### config.mk
export PLATFORM = sky130hd
export DESIGN_NAME = sf7_filter_pipe
export DESIGN_NICKNAME = d
export VERILOG_FILES = /design/src/sv/sf7_pkg.sv /design/src/sv/sf7_filter_pipe.sv
export SDC_FILE = /design/constraint.sdc
export NUM_CORES = 1
export LEC_CHECK = 0
export BUFFER_PORTS_ARGS = -buffer_cell sky130_fd_sc_hd__buf_2
export CAP_MARGIN = 40
export CORE_MARGIN = 1.5
export CORE_UTILIZATION = 57
export CTS_CLUSTER_SIZE = 24
export DETAILED_ROUTE_END_ITERATION = 6
export PLACE_DENSITY = 0.92
export SLEW_MARGIN = 15
export SYNTH_ARGS = -nofsm -noshare
export SYNTH_HDL_FRONTEND = slang
export SYNTH_SLANG_ARGS = --single-unit
### constraint.sdc
create_clock -name clk -period 7.25 [get_ports clk]
set_input_delay 0.725 -clock clk [delete_from_list [all_inputs] [get_ports clk]]
set_output_delay 0.725 -clock clk [all_outputs]
set_load 0.005 [all_outputs]
### src/sv/sf7_pkg.sv
// Shared types, constants and the weighted tap sum for the separable 7-tap filter.
// No dependencies; every other file of the block imports this package.
package sf7_pkg;

  localparam int MAX_WIDTH  = 512;
  localparam int MAX_HEIGHT = 4096;
  localparam int TAPS       = 7;
  localparam int LINES      = TAPS - 1;
  localparam int PIX_W      = 8;
  localparam int SUM_W      = 16;
  localparam int COL_W      = $clog2(MAX_WIDTH);
  localparam int ROW_W      = $clog2(MAX_HEIGHT);
  localparam int SLOT_W     = $clog2(LINES);
  localparam int LW_W       = 10;
  localparam int FH_W       = 13;
  localparam int CFG_IDX_W  = 2;
  localparam int CFG_DATA_W = 13;

  localparam logic [CFG_IDX_W-1:0] REG_LINE_WIDTH   = 2'd0;
  localparam logic [CFG_IDX_W-1:0] REG_FRAME_HEIGHT = 2'd1;

  localparam logic [LW_W-1:0] LINE_WIDTH_RESET   = 10'd480;
  localparam logic [FH_W-1:0] FRAME_HEIGHT_RESET = 13'd270;

  localparam logic [PIX_W-1:0] WEIGHT [TAPS] = '{8'd2, 8'd15, 8'd62, 8'd98, 8'd62, 8'd15, 8'd2};

  typedef logic [PIX_W-1:0] pixel_t;
  typedef logic [TAPS-1:0][PIX_W-1:0] taps_t;
  typedef logic [LINES-1:0][PIX_W-1:0] lines_t;

  typedef struct packed {
    pixel_t pixel;
    logic   frame_start;
  } in_item_t;

  typedef struct packed {
    pixel_t filtered_pixel;
    logic   frame_last;
  } out_item_t;

  typedef struct packed {
    taps_t             taps;
    logic              access;
    logic              produce;
    logic              last;
    logic [SLOT_W-1:0] slot;
    logic [COL_W-1:0]  x;
  } front_t;

  typedef struct packed {
    logic              en;
    logic [SLOT_W-1:0] slot;
    logic [COL_W-1:0]  addr;
    pixel_t            data;
  } line_wr_t;

  function automatic logic [SUM_W-1:0] weighted_sum(input taps_t t);
    logic [SUM_W-1:0] acc;
    acc = '0;
    for (int k = 0; k < TAPS; k++) begin
      acc = acc + SUM_W'(WEIGHT[k]) * SUM_W'(t[k]);
    end
    return acc;
  endfunction

endpackage

### src/sv/sf7_filter_pipe.sv
// Horizontal and vertical tap sums in two registered stages, plus the output register.
// Depends on sf7_pkg; line data comes from sf7_line_buf.
module sf7_filter_pipe (
  input  logic                clk,
  input  logic                rst_n,
  input  logic                in_valid,
  output logic                in_ready,
  input  sf7_pkg::front_t     front,
  input  sf7_pkg::lines_t     rd_data,
  output sf7_pkg::line_wr_t   wr,
  output logic                out_valid,
  input  logic                out_ready,
  output sf7_pkg::out_item_t  out_item
);
  import sf7_pkg::*;

  logic      s1_v_r, s2_v_r, out_v_r;
  front_t    s1_r;
  taps_t     s2_taps_r, s2_taps_nxt;
  logic      s2_produce_r, s2_last_r;
  out_item_t out_item_r;
  logic      out_en, s2_en, s1_en, accept;
  logic [SUM_W-1:0] hsum, vsum;
  logic [SLOT_W:0]  idx;

  assign out_en   = !out_v_r || out_ready;
  assign s2_en    = !s2_v_r || !s2_produce_r || out_en;
  assign s1_en    = !s1_v_r || s2_en;
  assign in_ready = s1_en;
  assign accept   = in_valid && s1_en;

  always_comb begin
    hsum = weighted_sum(s1_r.taps);
    for (int k = 0; k < LINES; k++) begin
      idx = (SLOT_W + 1)'(s1_r.slot) + (SLOT_W + 1)'(k);
      if (idx >= (SLOT_W + 1)'(LINES)) begin
        idx = idx - (SLOT_W + 1)'(LINES);
      end
      s2_taps_nxt[k] = rd_data[idx[SLOT_W-1:0]];
    end
    s2_taps_nxt[TAPS-1] = hsum[SUM_W-1 -: PIX_W];
  end

  assign wr.en   = s1_v_r && s2_en && s1_r.access;
  assign wr.slot = s1_r.slot;
  assign wr.addr = s1_r.x;
  assign wr.data = hsum[SUM_W-1 -: PIX_W];

  assign vsum = weighted_sum(s2_taps_r);

  always_ff @(posedge clk) begin
    if (!rst_n) begin
      s1_v_r  <= 1'b0;
      s2_v_r  <= 1'b0;
      out_v_r <= 1'b0;
    end else begin
      if (s1_en) begin
        s1_v_r <= accept;
      end
      if (s2_en) begin
        s2_v_r <= s1_v_r;
      end
      if (out_en) begin
        out_v_r <= s2_v_r && s2_produce_r;
      end
    end
  end

  always_ff @(posedge clk) begin
    if (accept) begin
      s1_r <= front;
    end
    if (s2_en) begin
      s2_taps_r    <= s2_taps_nxt;
      s2_produce_r <= s1_r.produce;
      s2_last_r    <= s1_r.last;
    end
    if (out_en) begin
      out_item_r.filtered_pixel <= vsum[SUM_W-1 -: PIX_W];
      out_item_r.frame_last     <= s2_last_r;
    end
  end

  assign out_valid = out_v_r;
  assign out_item  = out_item_r;

endmodule

* After elaboration in Yosys (flattened, before gate mapping)
Cells that the tools add are included.
** Cells by class
- Add/sub/neg operators :: 23
- $mul :: 10
- Order comparisons :: 12
- Muxes and demuxes :: 18
- Reduce and logical (&&, ||, !) cells :: 12
** Operator list (count)
- 8-bit binary-select mux with 3-bit select :: 6
- 5-bit by 8-bit multiplier with 13-bit output, first input constant :: 4
- 4-bit by 8-bit multiplier with 12-bit output, first input constant :: 4
- 8-bit two-way mux :: 6
- 15-bit by 15-bit adder with 16-bit output :: 2
- 16-bit by 12-bit adder with 16-bit output :: 2
- 16-bit by 14-bit adder with 16-bit output :: 2
- 16-bit by 9-bit adder with 16-bit output :: 2
- 13-bit by 14-bit adder with 15-bit output :: 2
- 6-bit by 8-bit multiplier with 14-bit output, first input constant :: 2
- 9-bit by 12-bit adder with 13-bit output :: 2
- 3-bit by 4-bit less-than comparator with 1-bit output, second input constant :: 6
- 4-bit by 3-bit >= comparator with 1-bit output, second input constant :: 5
- 3-bit two-way mux :: 6
- 3-bit subtractor, second input constant :: 6
- 3-bit by 2-bit adder with 4-bit output, second input constant :: 2
- 3-bit by 3-bit adder with 4-bit output, second input constant :: 2
- 3-bit by 1-bit adder with 4-bit output, second input constant :: 1
- 1-bit logical AND :: 4
- 1-bit logical NOT :: 4
- 1-bit logical OR :: 4
- 3-bit >= comparator, second input constant :: 1
** Word-level totals
- Register bits after elaboration :: 141
- Input port bits :: 123
- Output and inout bits :: 32
- Logic and storage cells :: 101

* Logic depth before layout (Yosys ltp)
- Depth after elaboration :: 7
- Mapped depth :: 29
- Gate-level depth less buffers :: 29

* Worst setup path after synthesis
OpenSTA, ideal clock, no wires.
- Path kind :: register to output
- From :: reg s1_r[31] (netlist name)
- To :: out wr[4] (netlist name)
- Data arrival time :: 6875 ps
- Data required time :: 6525 ps
- Setup slack :: -350 ps
- Stages on the path, launching flop included :: 25
- Path buffers :: 1
- Cells stage by stage :: edfxtp_1 > fa_1 > inv_1 > fa_1 > inv_1 > fa_1 > ha_1 > a21oi_2 > o21bai_1 > a21oi_1 > xor2_1 > fa_1 > fa_1 > fa_1 > inv_1 > fa_1 > inv_1 > fa_1 > inv_1 > ha_1 > a21o_1 > a21o_1 > a21o_1 > a221oi_1 > buf_4
** RTL lines
- start, declared :: RTL line sf7_filter_pipe.sv:18 : front_t s1_r;
- start signal, assigned :: RTL line sf7_filter_pipe.sv:71 : s1_r <= front;
- end, declared :: RTL line sf7_filter_pipe.sv:10 : output sf7_pkg::line_wr_t wr,

==> flow_summary.toml <==
[floorplan]
start_util_pct = 58.17
dieArea_um2 = 32450
die_width_um = 180.1
core.rowCount = 64
num_io_pins = 155
coreArea_um2 = 30750
die_h_um = 180.1

[cts]
cts_tree = "done"
clock_latency_ns = 0.46
clockBufferDepth = 2
cts.sinks = 141
h-tree-depth = 4
clockRootBuffer = "clkbuf_16"
cts_made_buffers = 17
cts_hold_buf = 0
path_clk_slew_ns = 0.07

[place]
dp_hpwl_um = 34350
place_congestion = 0.9165
io_buffers = 154
postPlaceCellArea_um2 = 19580
preCtsSetupSlack_ns = -0.5914

[synthesis]
mappedNetlistArea_um2 = 17890
syn_avg_cell_area_um2 = 11.01
synth_top_area_share_pct = 28.43
synth_edf_count = 138
yosysTopAreaCell = "fa_1"
yosysUniqueCellTypes = 69
synth.area.top_cells = "fa_1, edfxtp_1, ha_1, inv_1, mux2i_1"
synth_nets = 2225
synthCells = 1624
yosys_warnings = 0
ys_seq_elements = 141
synth-async-reset-ratio_pct = 0
seq_area_frac_synth_pct = 23.50
synth-main-ff-cell = "edfxtp_1"

[setup_path]
start_kind = "flop"
crit_arrival_ns = 8.02
crit_cells = 25
cp_common_cell = "fa_2"
cp_data_required_time_ns = 6.52
cp_slowest_cell = "fa_2"
cp-end-kind = "primary output"
slowest_delay_ns = 0.61
critPathMaxFanout = 6
rr_worst_depth = 24
crit_family = "adder cells"
path_class = "flop to primary output"
r2r_setup_slack_ns = -0.49
path_buf_inv = 5
reg2reg_to = "s2_taps_r[53]$_DFFE_PP_"
worstReg2RegStart = "s1_r[32]$_DFFE_PP_"

[routing]
num_vias = 14048
drc_errors = 33
drtIter0Drc = 1564
finalWirelength_um = 54660
detail_route.wl_per_cell_um = 24.04
final_antenna_net_count = 0
via_per_inst = 6.178
firstDrtPassIters = 7

[run_status]
status = "finished with violations"
violations = "design-rule violations, negative setup slack"

[final_layout]
stdcell_area_um2 = 21090
layout_commonest_cell = "inv_1"
final_nets = 2466
syn_to_final_growth_pct = 17.89
post_route_cells_drive_above_1_share_pct = 24.65
postLayoutCoreUtil_pct = 68.58
fillers = 1892
num_antenna_cells = 0
layout_common_cells = "inv_1, fa_1, ha_1"

[sta]
min_period_ns = 8.744
worstMarginPinSlew_ns = 1.064
timing.fmax_mhz = 114.4
setup_viol_count_final = 21
slew_headroom_pct = 28.34
period_share_pct = 120.6
finClkSkew_ns = 0.01368
setup_slack_ns = -1.494
grt_setup_unrepaired = "yes"
drv_slew = 0
hold_viol = 0

[global_route]
grt.total_usage_pct = 29.99
antenna_found_initial = 2
grt-ovfl-total = 0
grt_max_degree = 67
grt_pass1_wl_um = 74660
grt_pass1_vias = 14777

[worst_hold_path]
min_path_type = "flop to flop"
holdPathStages = 0
hold_end = "s2_produce_r$_DFFE_PP_"
worstHoldStart = "s1_r[13]$_DFFE_PP_"

[job]
maxCapViolCount = 0
## worst register-to-register path: stages, from the launching register on
cell,delay (ns)
edfxtp_1,0.44
fa_1,0.60
inv_2,0.05
fa_1,0.51
inv_2,0.06
fa_2,0.57
ha_4,0.24
a21o_1,0.19
a21oi_2,0.19
buf_4,0.15
xor2_2,0.18
fa_1,0.55
fa_1,0.56
fa_1,0.45
fa_1,0.53
inv_2,0.06
fa_1,0.53
ha_4,0.31
nand3_2,0.12
o21ai_4,0.28
o211a_4,0.24
mux2i_4,0.26
o2111ai_4,0.19
buf_4,0.18
buf_6,0.10
## state kept, by name, summed over array words and instances, names as in the netlist
name          count
s1_v_r            1
wr               12
s1_r             59
out_valid         1
s2_taps_r        56
s2_v_r            1
out_item          9
s2_produce_r      1
s2_last_r         1
## stage by stage
step / hold slack, ns / setup TNS [ns] / std cells
2_1_floorplan: 0.4003 / -0.2123 / 1624
6_report: 0.4327 / -13.74 / 2274
3_5_place_dp: 0.4152 / -3.347 / 2212
5_1_grt: 0.4321 / -17.00 / 2274
3_3_place_gp: 0.4001 / -1.491 / 2212
4_1_cts: 0.4326 / -7.108 / 2256
## how the worst max path moves through the flow
stage	start	end	slack, ns
global placement	s1_r[33]$_DFFE_PP_	wr[6]	-0.31
floorplan	s1_r[33]$_DFFE_PP_	wr[7]	-0.1
CTS	s1_r[47]$_DFFE_PP_	wr[5]	-1.07
detailed placement	s1_r[33]$_DFFE_PP_	wr[6]	-0.59
global route	s1_r[49]$_DFFE_PP_	wr[7]	-1.80
finish	s1_r[49]$_DFFE_PP_	wr[7]	-1.49
## routing by layer
metal	track usage (%)	share of wire, %	up-vias
met3	6.528	11	461
met1	32.29	32	6748
met2	52.36	47	1116
met5	0	0.11	-
li1	-	-	5719
met4	21.82	9.8	4
## cell type report
class	instances	area [um^2]	area share, %
Inverter	452	1697	8.046
Timing Repair Buffer	264	1659	7.868
Sequential cell	141	4204	19.94
Tap cell	396	495.5	2.350
Multi-Input combinational cell	989	12440	59.01
Clock buffer	18	429.2	2.035
Clock inverter	14	158.9	0.7535
## cell families (layout without fill, tap and decap cells)
logic type / count (synthesis) / after routing / synth area share [%]
and+or+nand+nor: 144 / 144 / 4.337
buffers and inverters: 494 / 748 / 11.00
muxes: 83 / 83 / 4.813
DFF: 141 / 141 / 23.50
xor gates and xnor gates: 66 / 66 / 3.358
AOI/OAI and AO/OA: 218 / 218 / 8.891
adders and majority gates: 478 / 478 / 44.10
## cell usage after synthesis (8+ instances only)
cell type    n
xnor2_1     37
o22ai_1     38
ha_1       224
edfxtp_1   138
fa_1       254
a21o_1      21
inv_1      452
and3_1       8
o21bai_1     8
nor2_1      30
nand3b_1    12
nor3_1      13
buf_2       10
nand2b_1    10
xor2_1      26
mux2i_1     59
mux2_2      24
a21oi_1     45
nand2_1     21
o21ai_0     31
or3_1        9
buf_4       25
nand3_1     11
## what timing repair did
| action | 4_1_cts | 5_1_grt |
|---|---|---|
| buffers inserted | 13 | 16 |
| endpoints found under the setup margin | 17 | 21 |
| gates resized for setup | 54 | 78 |
| pin swaps | 61 | 61 |
Power is not shown: default switching activity piles up to over one toggle a cycle in this logic, so the estimate is an artifact.
