## src/sv/sf7_pkg.sv

```systemverilog
// Shared types, constants and the weighted tap sum for the separable 7-tap filter.
// No dependencies; every other file of the block imports this package.
package sf7_pkg;

  localparam int MAX_WIDTH  = 512;
  localparam int MAX_HEIGHT = 4096;
  localparam int TAPS       = 7;
  localparam int LINES      = TAPS - 1;
  localparam int PIX_W      = 8;
  localparam int SUM_W      = 16;
  localparam int COL_W      = $clog2(MAX_WIDTH);
  localparam int ROW_W      = $clog2(MAX_HEIGHT);
  localparam int SLOT_W     = $clog2(LINES);
  localparam int LW_W       = 10;
  localparam int FH_W       = 13;
  localparam int CFG_IDX_W  = 2;
  localparam int CFG_DATA_W = 13;

  localparam logic [CFG_IDX_W-1:0] REG_LINE_WIDTH   = 2'd0;
  localparam logic [CFG_IDX_W-1:0] REG_FRAME_HEIGHT = 2'd1;

  localparam logic [LW_W-1:0] LINE_WIDTH_RESET   = 10'd480;
  localparam logic [FH_W-1:0] FRAME_HEIGHT_RESET = 13'd270;

  localparam logic [PIX_W-1:0] WEIGHT [TAPS] = '{8'd2, 8'd15, 8'd62, 8'd98, 8'd62, 8'd15, 8'd2};

  typedef logic [PIX_W-1:0] pixel_t;
  typedef logic [TAPS-1:0][PIX_W-1:0] taps_t;
  typedef logic [LINES-1:0][PIX_W-1:0] lines_t;

  typedef struct packed {
    pixel_t pixel;
    logic   frame_start;
  } in_item_t;

  typedef struct packed {
    pixel_t filtered_pixel;
    logic   frame_last;
  } out_item_t;

  typedef struct packed {
    taps_t             taps;
    logic              access;
    logic              produce;
    logic              last;
    logic [SLOT_W-1:0] slot;
    logic [COL_W-1:0]  x;
  } front_t;

  typedef struct packed {
    logic              en;
    logic [SLOT_W-1:0] slot;
    logic [COL_W-1:0]  addr;
    pixel_t            data;
  } line_wr_t;

  function automatic logic [SUM_W-1:0] weighted_sum(input taps_t t);
    logic [SUM_W-1:0] acc;
    acc = '0;
    for (int k = 0; k < TAPS; k++) begin
      acc = acc + SUM_W'(WEIGHT[k]) * SUM_W'(t[k]);
    end
    return acc;
  endfunction

endpackage

```

## src/sv/sf7_front.sv

```systemverilog
// Position counters, row window and window-validity decode for incoming pixels.
// Depends on sf7_pkg.
module sf7_front (
  input  logic                    clk,
  input  logic                    rst_n,
  input  logic                    accept,
  input  sf7_pkg::in_item_t       in_item,
  input  logic [sf7_pkg::LW_W-1:0] line_width,
  input  logic [sf7_pkg::FH_W-1:0] frame_height,
  output sf7_pkg::front_t         front
);
  import sf7_pkg::*;

  logic [COL_W-1:0]  col_r, col_nxt, cur_col;
  logic [ROW_W-1:0]  row_r, row_nxt, cur_row;
  logic [SLOT_W-1:0] slot_r, slot_nxt, cur_slot;
  pixel_t            win_r [LINES];
  logic [LW_W-1:0]   w;
  logic [FH_W-1:0]   h;
  logic [LW_W-1:0]   col_inc;
  logic [FH_W-1:0]   row_inc;

  always_comb begin
    if (line_width < LW_W'(TAPS)) begin
      w = LW_W'(TAPS);
    end else if (line_width > LW_W'(MAX_WIDTH)) begin
      w = LW_W'(MAX_WIDTH);
    end else begin
      w = line_width;
    end
    if (frame_height < FH_W'(TAPS)) begin
      h = FH_W'(TAPS);
    end else if (frame_height > FH_W'(MAX_HEIGHT)) begin
      h = FH_W'(MAX_HEIGHT);
    end else begin
      h = frame_height;
    end
  end

  always_comb begin
    cur_col = (in_item.frame_start || LW_W'(col_r) >= w) ? '0 : col_r;
    if (in_item.frame_start || FH_W'(row_r) >= h) begin
      cur_row  = '0;
      cur_slot = '0;
    end else begin
      cur_row  = row_r;
      cur_slot = slot_r;
    end

    col_inc  = LW_W'(cur_col) + LW_W'(1);
    row_inc  = FH_W'(cur_row) + FH_W'(1);
    col_nxt  = col_inc[COL_W-1:0];
    row_nxt  = cur_row;
    slot_nxt = cur_slot;
    if (col_inc >= w) begin
      col_nxt = '0;
      if (row_inc >= h) begin
        row_nxt  = '0;
        slot_nxt = '0;
      end else begin
        row_nxt  = row_inc[ROW_W-1:0];
        slot_nxt = (cur_slot == SLOT_W'(LINES - 1)) ? '0 : cur_slot + SLOT_W'(1);
      end
    end

    for (int k = 0; k < LINES; k++) begin
      front.taps[k] = win_r[k];
    end
    front.taps[TAPS-1] = in_item.pixel;
    front.access  = cur_col >= COL_W'(LINES);
    front.produce = front.access && (cur_row >= ROW_W'(LINES));
    front.last    = (FH_W'(cur_row) == h - FH_W'(1)) && (LW_W'(cur_col) == w - LW_W'(1));
    front.slot    = cur_slot;
    front.x       = cur_col - COL_W'(LINES);
  end

  always_ff @(posedge clk) begin
    if (!rst_n) begin
      col_r  <= '0;
      row_r  <= '0;
      slot_r <= '0;
      for (int k = 0; k < LINES; k++) begin
        win_r[k] <= '0;
      end
    end else if (accept) begin
      col_r  <= col_nxt;
      row_r  <= row_nxt;
      slot_r <= slot_nxt;
      for (int k = 0; k < LINES - 1; k++) begin
        win_r[k] <= win_r[k+1];
      end
      win_r[LINES-1] <= in_item.pixel;
    end
  end

endmodule

```

## config.mk

```make
export PLATFORM = sky130hd
export DESIGN_NAME = sf7_front
export DESIGN_NICKNAME = d
export VERILOG_FILES = /design/src/sv/sf7_pkg.sv /design/src/sv/sf7_front.sv
export SDC_FILE = /design/constraint.sdc
export NUM_CORES = 1
export LEC_CHECK = 0
export BUFFER_PORTS_ARGS = -buffer_cell sky130_fd_sc_hd__buf_2
export CELL_PAD_IN_SITES_DETAIL_PLACEMENT = 1
export CELL_PAD_IN_SITES_GLOBAL_PLACEMENT = 1
export CORE_UTILIZATION = 39
export CTS_BUF_LIST = sky130_fd_sc_hd__clkbuf_2 sky130_fd_sc_hd__clkbuf_4 sky130_fd_sc_hd__clkbuf_8
export DETAILED_ROUTE_END_ITERATION = 12
export GPL_ROUTABILITY_DRIVEN = 0
export PLACE_DENSITY = 0.75
export SYNTH_ARGS = -nofsm -noshare
export SYNTH_HDL_FRONTEND = slang
export SYNTH_SLANG_ARGS = --single-unit
```

## constraint.sdc

```tcl
create_clock -name clk -period 6.5 [get_ports clk]
set_clock_uncertainty 0.05 [all_clocks]
set_input_delay 0.65 -clock clk [delete_from_list [all_inputs] [get_ports clk]]
set_output_delay 0.65 -clock clk [all_outputs]
set_load 0.01 [all_outputs]
```

# == Word-level counts from Yosys, hierarchy flattened ==
# Memories as Yosys holds them, arrays and structs flattened.
# Index checks and enable logic that the tools add are counted.
# op_classes
reduce_logical,4
shift,0
n_eq_ne,3
bitwise,6
muxes,23
div,0
addsub,6
n_lt_le_gt_ge,10
mul,0
# ops
cell,count
8-bit two-way mux,6
12-bit two-way mux,3
13-bit two-way mux,2
10-bit two-way mux,2
9-bit two-way mux,2
"12-bit by 1-bit adder with 13-bit output, second input constant",1
12-bit by 13-bit == test with 1-bit output,1
12-bit by 13-bit >= comparator with 1-bit output,1
13-bit >= comparator,1
"13-bit > comparator, second input constant",1
"13-bit by 3-bit < comparator with 1-bit output, second input constant",1
"13-bit by 1-bit subtractor with 13-bit output, second input constant",1
"12-bit by 3-bit >= comparator with 1-bit output, second input constant",1
3-bit two-way mux,4
"9-bit by 1-bit adder with 10-bit output, second input constant",1
9-bit by 10-bit == test with 1-bit output,1
10-bit >= comparator,1
9-bit by 10-bit >= comparator with 1-bit output,1
"10-bit > comparator, second input constant",1
"10-bit by 3-bit < comparator with 1-bit output, second input constant",1
"10-bit by 1-bit subtractor with 10-bit output, second input constant",1
"9-bit by 3-bit >= comparator with 1-bit output, second input constant",1
"9-bit by 3-bit subtractor with 9-bit output, second input constant",1
1-bit bitwise OR,6
other kinds (5),10
# totals
reg_bits,24
romBits,0
wordCells,56
out_inout_bits,71
memories,1
latchBits,0
input_bits,35
ramBits,48
# memory_table
name,depth,word_bits,rd,rd_ports_with_merged_regs,write_ports,line_no,text
win_r,6,8,6,0,6,sf7_front.sv:17,pixel_t win_r [LINES];

# == Logic depth before layout (Yosys ltp) ==
# Gate-level depths: netlist (run 1).
# depth
word_depth,10
ltp_mapped,28
mapped_depth_nobuf,25

# == Worst setup path after synthesis (run 1) ==
# No wires, ideal clock.
# synth_timing
path_kind,input-to-reg
start,in line_width[3] (netlist bit)
end,reg row_r[10]
stages,28
required_ns,6.363
arrival_ns,6.264
path_buffers,5
setup_slack_ns,0.099
setup_time_ns,0.087
path_cell_list,buf_6 or4_4 nor3_2 nor2_1 nor2_1 ha_1 nand2b_1 a2111o_1 a21oi_1 or2_2 clkbuf_1 clkbuf_1 and2_1 ha_1 clkbuf_1 nand2_1 xor2_1 nor2_1 ha_1 a21o_1 a2111oi_0 o21ai_0 a31o_2 a211oi_2 a21o_1 buf_2 a2bb2oi_1 o31ai_1
# synth_between
elab_chain_len,9
elab_cells_between_ends,10
cone_classes,add/sub (1); order compare (4); mux (4); reduce/logical (1)
# synth_lines
item,line_no,text
"start, declared",sf7_front.sv:8,"input logic [sf7_pkg::LW_W-1:0] line_width,"
10-bit > comparator,sf7_front.sv:26,end else if (line_width > LW_W'(MAX_WIDTH)) begin
10-bit two-way mux,sf7_front.sv:26,
10-bit two-way mux (*),sf7_front.sv:24,if (line_width < LW_W'(TAPS)) begin
9-bit by 10-bit >= comparator with 1-bit output,sf7_front.sv:41,cur_col = (in_item.frame_start || LW_W'(col_r) >= w) ? '0 : col_r;
1-bit logical OR,sf7_front.sv:41,
9-bit two-way mux,sf7_front.sv:41,
9-bit by 1-bit adder with 10-bit output,sf7_front.sv:50,col_inc = LW_W'(cur_col) + LW_W'(1);
10-bit >= comparator (*),sf7_front.sv:55,if (col_inc >= w) begin
12-bit two-way mux (*),sf7_front.sv:55,
"end signal, assigned",sf7_front.sv:87,row_r <= row_nxt;
"end, declared",sf7_front.sv:15,"logic [ROW_W-1:0] row_r, row_nxt, cur_row;"
# Every way passes the cells marked *; elsewhere a longest branch is shown, timed or not.
# A chain may end at the register's enable or synchronous reset.

# == Worst setup path after layout (run 1) ==
# layout_timing
start,in frame_height[8] (netlist bit)
end,reg row_r[7]
# layout_between
elab_chain_len,10
elab_cells_between_ends,11
cone_classes,add/sub (1); order compare (4); mux (5); reduce/logical (1)
# layout_lines
item,line_no,text
"start, declared",sf7_front.sv:9,"input logic [sf7_pkg::FH_W-1:0] frame_height,"
13-bit > comparator,sf7_front.sv:33,end else if (frame_height > FH_W'(MAX_HEIGHT)) begin
13-bit two-way mux,sf7_front.sv:33,
13-bit two-way mux (*),sf7_front.sv:31,if (frame_height < FH_W'(TAPS)) begin
12-bit by 13-bit >= comparator with 1-bit output,sf7_front.sv:42,if (in_item.frame_start || FH_W'(row_r) >= h) begin
1-bit logical OR,sf7_front.sv:42,
12-bit two-way mux,sf7_front.sv:42,
12-bit by 1-bit adder with 13-bit output,sf7_front.sv:51,row_inc = FH_W'(cur_row) + FH_W'(1);
13-bit >= comparator,sf7_front.sv:57,if (row_inc >= h) begin
12-bit two-way mux,sf7_front.sv:57,
12-bit two-way mux (*),sf7_front.sv:55,
# Marks and branches as above.

==> impl_metrics.csv, run 1 <==
group,metric,value,unit
logic_synthesis,synth_seq_cells,72,
hold_path,min-delay-start,"slot_r[0]$_SDFFE_PN0P_",
logic_synthesis,syn-num-nets,719,
critical_path,start_kind,"input port",
critical_path,crit_fanout,7,
placed_design,dpl_cell_area,0.00618,mm2
power,p_per_area,167,mW/mm2
floorplan,start_util,40.2,%
logic_synthesis,avgSynthCellArea,8.81,um2
hold_path,hold_class,"flop to flop",
floorplan,dieWidth,122,um
logic_synthesis,netlist.area_leader.share,25.7,%
clock_network,cts_tree,"yes",
critical_path,crit_arrival,6150,ps
hold_path,min_path_cells,2,
floorplan,ios,106,
critical_path,required,6680,ps
timing,final-max-slew-violation-count,0,
critical_path,critPathSlowestCell,"or4_4",
timing,hold_viol,0,
placed_design,hpwlAfterDp,12.6,mm
clock_network,cts-hold-fix-buffers,0,
drt,wl,16.3,mm
global_route,grt_max_degree,53,
final_layout,area_growth,14.0,%
final_layout,design_area,0.00639,mm2
global_route,track_usage,22.2,%
timing,max_freq,168,MHz
logic_synthesis,ys_async_sr_fraction,0,%
clock_network,ctsHtreeMaxLevel,3,
global_route,antenna_found_initial,0,
global_route,grt_pass1_wl,25.9,mm
final_layout,drive_gt1_share,21.9,%
critical_path,r2r-start,"row_r[10]$_SDFFE_PN0P_",
timing,period_minus_slack,5970,ps
drt,vias_per_cell,5.82,
final_layout,layout.nets,790,
global_route,grt_overflow_total,0,
timing,slew_headroom,30.3,%
drt,wl_per_cell,18.3,um
drt,ant_nets,0,
timing,tns,0,ps
floorplan,dieArea,0.0149,mm2
final_layout,n_antenna_cell,0,
logic_synthesis,synth_cell_type_count,66,
logic_synthesis,synth-edff-count,48,
drt,drt-pass1-iter-count,4,
clock_network,cts_root_buf,"clkbuf_8",
power,max-vdd-ir-drop,0.0000958,V
critical_path,r2r.worst_path.cells,20,
logic_synthesis,synth_seq_area_share,34.3,%
logic_synthesis,yosys_warnings,0,
clock_network,clock_latency,340,ps
timing,grt_setup_unrepaired,"false",
timing,worst_slew_pin_slew,1040,ps
critical_path,end_kind,"flop",
power,p_leak,2.88,nW
logic_synthesis,netlist_area,0.00561,mm2
clock_network,cts_sinks,72,
logic_synthesis,ys.flop_type,"edfxtp_1",
floorplan,die-height,122,um
status,outcome,"finished clean",
critical_path,reg2reg_to,"row_r[7]$_SDFFE_PN0P_",
drt,post-route-drc-count,0,
critical_path,cpPeakStageDelay,590,ps
job,drv_cap,0,
hold_path,min_to,"slot_r[0]$_SDFFE_PN0P_",
drt,vias,5192,
timing,finalSetupViolCount,0,
floorplan,rows,43,
drt,drtIter0Drc,354,
logic_synthesis,netlist_instances,636,
logic_synthesis,synthTopCellsByArea,"edfxtp_1 26%, ha_1 11%, dfxtp_1 8.6%",
final_layout,nFillCells,1687,
critical_path,rrSetupSlack,1310,ps
logic_synthesis,synth.largest_area_cell,"edfxtp_1",
critical_path,worstSetupPathType,"input port to flop",
global_route,grt_pass1_vias,5065,
clock_network,clk_pin_slew,70,ps
critical_path,cp_common_cell,"ha_1",
clock_network,cts_buffers,9,
floorplan,coreArea,0.0139,mm2
clock_network,cts_buffer_depth,2,
timing,timing.final.crit_share,91.8,%
placed_design,portBuffers,105,
## per-layer routing
| metal | up-vias | share of wire, % | track usage [%] |
|---|---|---|---|
| met5 | - | 0 | 0 |
| met4 | 0 | 1.3 | 5.56 |
| met3 | 20 | 3.4 | 4.07 |
| met2 | 98 | 52 | 39.5 |
| met1 | 2555 | 43 | 27.4 |
| li1 | 2519 | - | - |
## sequential cells by signal (all words and copies together) (netlist names)
signal,flops
row_r,12
win_r,48
slot_r,3
col_r,9
## cells by family (layout without fill, tap and decap cells)
| family | Yosys count | count (layout) | share of synthesized area [%] |
|---|---|---|---|
| AOI/OAI and AO/OA | 157 | 157 | 19.5 |
| adders and majority gates | 48 | 48 | 10.7 |
| DFF | 72 | 72 | 34.3 |
| xor gates and xnor gates | 27 | 27 | 4.22 |
| muxes | 2 | 2 | 0.379 |
| buffers and inverters | 72 | 148 | 5.67 |
| and+or+nand+nor | 258 | 258 | 25.2 |
## worst max path at each step
stage / endpoint / slack (ps) / startpoint / depth (start not counted)
6_report: row_r[7]$_SDFFE_PN0P_ / 530 / frame_height[8] / 25
5_1_grt: slot_r[2]$_SDFFE_PN0P_ / 50 / frame_height[8] / 26
4_1_cts: slot_r[2]$_SDFFE_PN0P_ / 360 / line_width[4] / 23
3_5_place_dp: slot_r[2]$_SDFFE_PN0P_ / 6 / line_width[4] / 23
3_3_place_gp: row_r[7]$_SDFFE_PN0P_ / 210 / line_width[4] / 24
2_1_floorplan: row_r[10]$_SDFFE_PN0P_ / 100 / line_width[3] / 28
## area by class of cell
cell class	instances	area (um2)	area share, %
inverters	17	63.8	0.998
clock inverters	7	72.6	1.14
repair buffers	115	601	9.40
well taps	180	225	3.52
multi-input cells	492	3380	52.9
flip-flops and latches	72	1920	30.1
clock buffers	9	124	1.94
## worst max-delay path: cells and delay by family
family                   cells  cell delay (ps)
AO/OA/AOI/OAI                8             1960
adder cells (fa/ha/maj)      3              580
buffers and inverters        2              250
AND/OR/NAND/NOR             12             2690
## metrics by stage
stage	std cells	total power [mW]	utilization, %	hold slack, ps	setup slack (ps)
2_1_floorplan	636	0.654	-	400	99.3
5_1_grt	892	1.12	45.9	470	53.8
3_5_place_dp	876	0.729	44.4	431	5.71
3_3_place_gp	876	0.721	44.4	410	206
4_1_cts	892	1.08	45.8	449	362
6_report	892	1.07	45.9	466	532
## cell usage after synthesis (15+ instances only)
cell      count
nand3_1      16
nand2_1      54
a22o_1       15
a21oi_1      23
o21ai_0      38
ha_1         48
dfxtp_1      24
nor3_1       15
inv_1        16
xnor2_1      17
nor2_1       42
clkbuf_1     39
edfxtp_1     48
and3_1       57
## power breakdown
part / total [mW] / leakage (nW) / internal, mW / switching [mW]
sequential: 0.522 / 0.723 / 0.511 / 0.0110
clock: 0.347 / 0.0968 / 0.177 / 0.170
combinational: 0.198 / 2.06 / 0.0717 / 0.126
## placed cells by master, fill, tap and decap left out, types with 3 or more instances in the layout
master,synthesis,final
a2111oi_0,4,3
a211o_1,3,3
a211oi_1,12,11
a211oi_2,2,3
a21o_1,11,10
a21oi_1,23,22
a22o_1,15,15
a31oi_1,7,7
and2_1,7,7
and3_1,57,57
buf_2,5,105
buf_4,9,10
clkbuf_8,0,9
clkinv_4,0,3
dfxtp_1,24,24
edfxtp_1,48,48
ha_1,48,48
inv_1,16,15
nand2_1,54,54
nand2b_1,12,12
nand3_1,16,16
nand4_1,7,7
nor2_1,42,42
nor2b_1,6,6
nor3_1,15,15
nor3_2,4,4
nor4_1,12,12
nor4b_1,3,3
o2111ai_1,3,3
o211ai_1,8,8
o21ai_0,38,37
o21bai_1,3,3
o31a_1,4,4
o31ai_1,4,3
or2_2,5,4
or3_1,5,5
or4_4,3,3
xnor2_1,17,17
xor2_1,10,10
## repair_timing
item	in CTS	in global routing
endpoints found under the setup margin	0	15
gates resized for setup	0	6
buffers inserted	0	0
hold endpoints to repair	0	0
Power figures use the tool's default switching activity.
==> run 2: changes to the inputs <==
- CORE_MARGIN: unset -> 3
- CORE_UTILIZATION: 39 -> 38
- CTS_BUF_LIST: sky130_fd_sc_hd__clkbuf_2 sky130_fd_sc_hd__clkbuf_4 sky130_fd_sc_hd__clkbuf_8 -> unset
- PLACE_DENSITY: 0.75 -> 0.74
==> impl_metrics.csv, run 2 (synthesis results as in run 1) <==
group,metric,value,unit
timing,hold_viol,0,
timing,worst_slew_pin_slew,1030,ps
clock_network,cts_buffers,9,
final_layout,area_growth,16.7,%
clock_network,cts_buffer_depth,2,
final_layout,drive_gt1_share,22.0,%
placed_design,portBuffers,105,
final_layout,final_cell_mix,"105 x buf_2, 57 x and3_1, 54 x nand2_1, 48 x edfxtp_1, 47 x ha_1",
critical_path,cp-endpoint,"row_r[7]$_SDFFE_PN0P_",
critical_path,r2r.worst_path.cells,18,
drt,vias,5158,
global_route,grt_max_degree,53,
clock_network,cts-hold-fix-buffers,0,
clock_network,ctsHtreeMaxLevel,3,
floorplan,coreArea,0.0141,mm2
job,drv_cap,0,
power,max-vdd-ir-drop,0.000140,V
final_layout,nFillCells,1665,
global_route,grt_overflow_total,0,
critical_path,rrSetupSlack,1340,ps
timing,period_minus_slack,6070,ps
critical_path,startpoint,"line_width[4]",
final_layout,largest_register_ffs,48,
timing,final-max-slew-violation-count,0,
placed_design,hpwlAfterDp,12.9,mm
final_layout,layout.nets,791,
drt,wl,17.1,mm
global_route,grt_pass1_wl,27.9,mm
critical_path,worstSetupPathType,"input port to flop",
power,p_per_area,197,mW/mm2
clock_network,clk_pin_slew,50,ps
floorplan,rows,43,
critical_path,required,6670,ps
timing,max_freq,165,MHz
critical_path,start_kind,"input port",
drt,drt-pass1-iter-count,4,
floorplan,dieArea,0.0162,mm2
critical_path,crit_arrival,6240,ps
timing,timing.final.crit_share,93.4,%
clock_network,cts_sinks,72,
power,p_leak,2.95,nW
power,total_power,1.29,mW
global_route,grt_pass1_vias,5263,
status,outcome,"finished clean",
timing,tns,0,ps
final_layout,mostFrequentLayoutCell,"buf_2",
placed_design,dpl_cell_area,0.00619,mm2
floorplan,start_util,39.6,%
final_layout,fin_util,46.2,%
drt,wl_per_cell,19.2,um
clock_network,clock_latency,330,ps
critical_path,r2r-start,"col_r[6]$_SDFFE_PN0P_",
floorplan,die-height,127,um
placed_design,dp_slack,-45.7,ps
timing,finalSetupViolCount,0,
final_layout,multi_input_comb_area,0.00338,mm2
drt,post-route-drc-count,0,
clock_network,cts_tree,"yes",
timing,slew_headroom,31.2,%
timing,setup_slack,427,ps
timing,grt_setup_unrepaired,"false",
final_layout,n_antenna_cell,0,
floorplan,ios,106,
global_route,track_usage,21.0,%
final_layout,regMostFlops,"win_r",
hold_path,hold_class,"flop to flop",
final_layout,top_regs,"win_r (48), row_r (12), col_r (9)",
critical_path,end_kind,"flop",
global_route,antenna_found_initial,0,
drt,ant_nets,0,
critical_path,reg2reg_to,"row_r[7]$_SDFFE_PN0P_",
clock_network,cts_root_buf,"clkbuf_16",
critical_path,crit_fanout,8,
final_layout,register_area,0.00192,mm2
final_layout,design_area,0.00654,mm2
floorplan,dieWidth,127,um
drt,vias_per_cell,5.78,
drt,drtIter0Drc,342,
-- run 2: critical path: stages --
cell and delay, ps:
buf_2 140, or4_4 580, nor4_1 240, o21ai_0 180, ha_1 330, a211oi_1 300, nor2_1 100, o21ai_0 400
or2_2 220, and2_1 240, ha_1 290, nand3_1 120, xor2_1 170, nor2_1 160, ha_1 290, a21o_1 160
a2111oi_0 360, o21ai_0 180, a31o_2 300, a21o_1 280, and2_1 270, a31o_2 270
-- run 2: routing by layer --
metal  global-route usage [%]  vias up  wire [um]
li1                         -     2515          -
met1                     26.1     2518       7600
met2                     37.3       96       8600
met3                     3.60       29        602
met4                     6.44        0        333
met5                        0        -          0
-- run 2: cell type report --
class	instances	share of cell area [%]
clock buffer	9	3.44
tap	180	3.44
sequential	72	29.4
clock inverter	7	1.84
inverter	17	0.975
multi-input combinational	492	51.6
timing repair buffer	116	9.29
-- run 2: where the power goes --
group / total, mW / switching (mW) / internal [mW]
Sequential: 0.524 / 0.0120 / 0.512
Combinational: 0.199 / 0.127 / 0.0722
Clock: 0.566 / 0.190 / 0.375
-- run 2: worst min path at each step --
stage               slack, ps                   start                      to  cells past startpoint
floorplan                 400  slot_r[2]$_SDFFE_PN0P_  slot_r[2]$_SDFFE_PN0P_                      1
CTS                       440  slot_r[2]$_SDFFE_PN0P_  slot_r[2]$_SDFFE_PN0P_                      1
global route              490  slot_r[2]$_SDFFE_PN0P_  slot_r[2]$_SDFFE_PN0P_                      1
global placement          410  slot_r[2]$_SDFFE_PN0P_  slot_r[2]$_SDFFE_PN0P_                      1
finish                    440  slot_r[2]$_SDFFE_PN0P_  slot_r[2]$_SDFFE_PN0P_                      1
detailed placement        430  slot_r[2]$_SDFFE_PN0P_  slot_r[2]$_SDFFE_PN0P_                      1
-- run 2: per-stage QoR --
stage          hold WS, ps  cells
6_report               439    893
5_1_grt                487    893
4_1_cts                439    893
3_5_place_dp           427    877
3_3_place_gp           415    877
2_1_floorplan          400    636
-- run 2: timing repair --
item                       4_1_cts  5_1_grt
setup buffers                    0        0
setup endpoints to repair        0       15
resized for setup                0        4
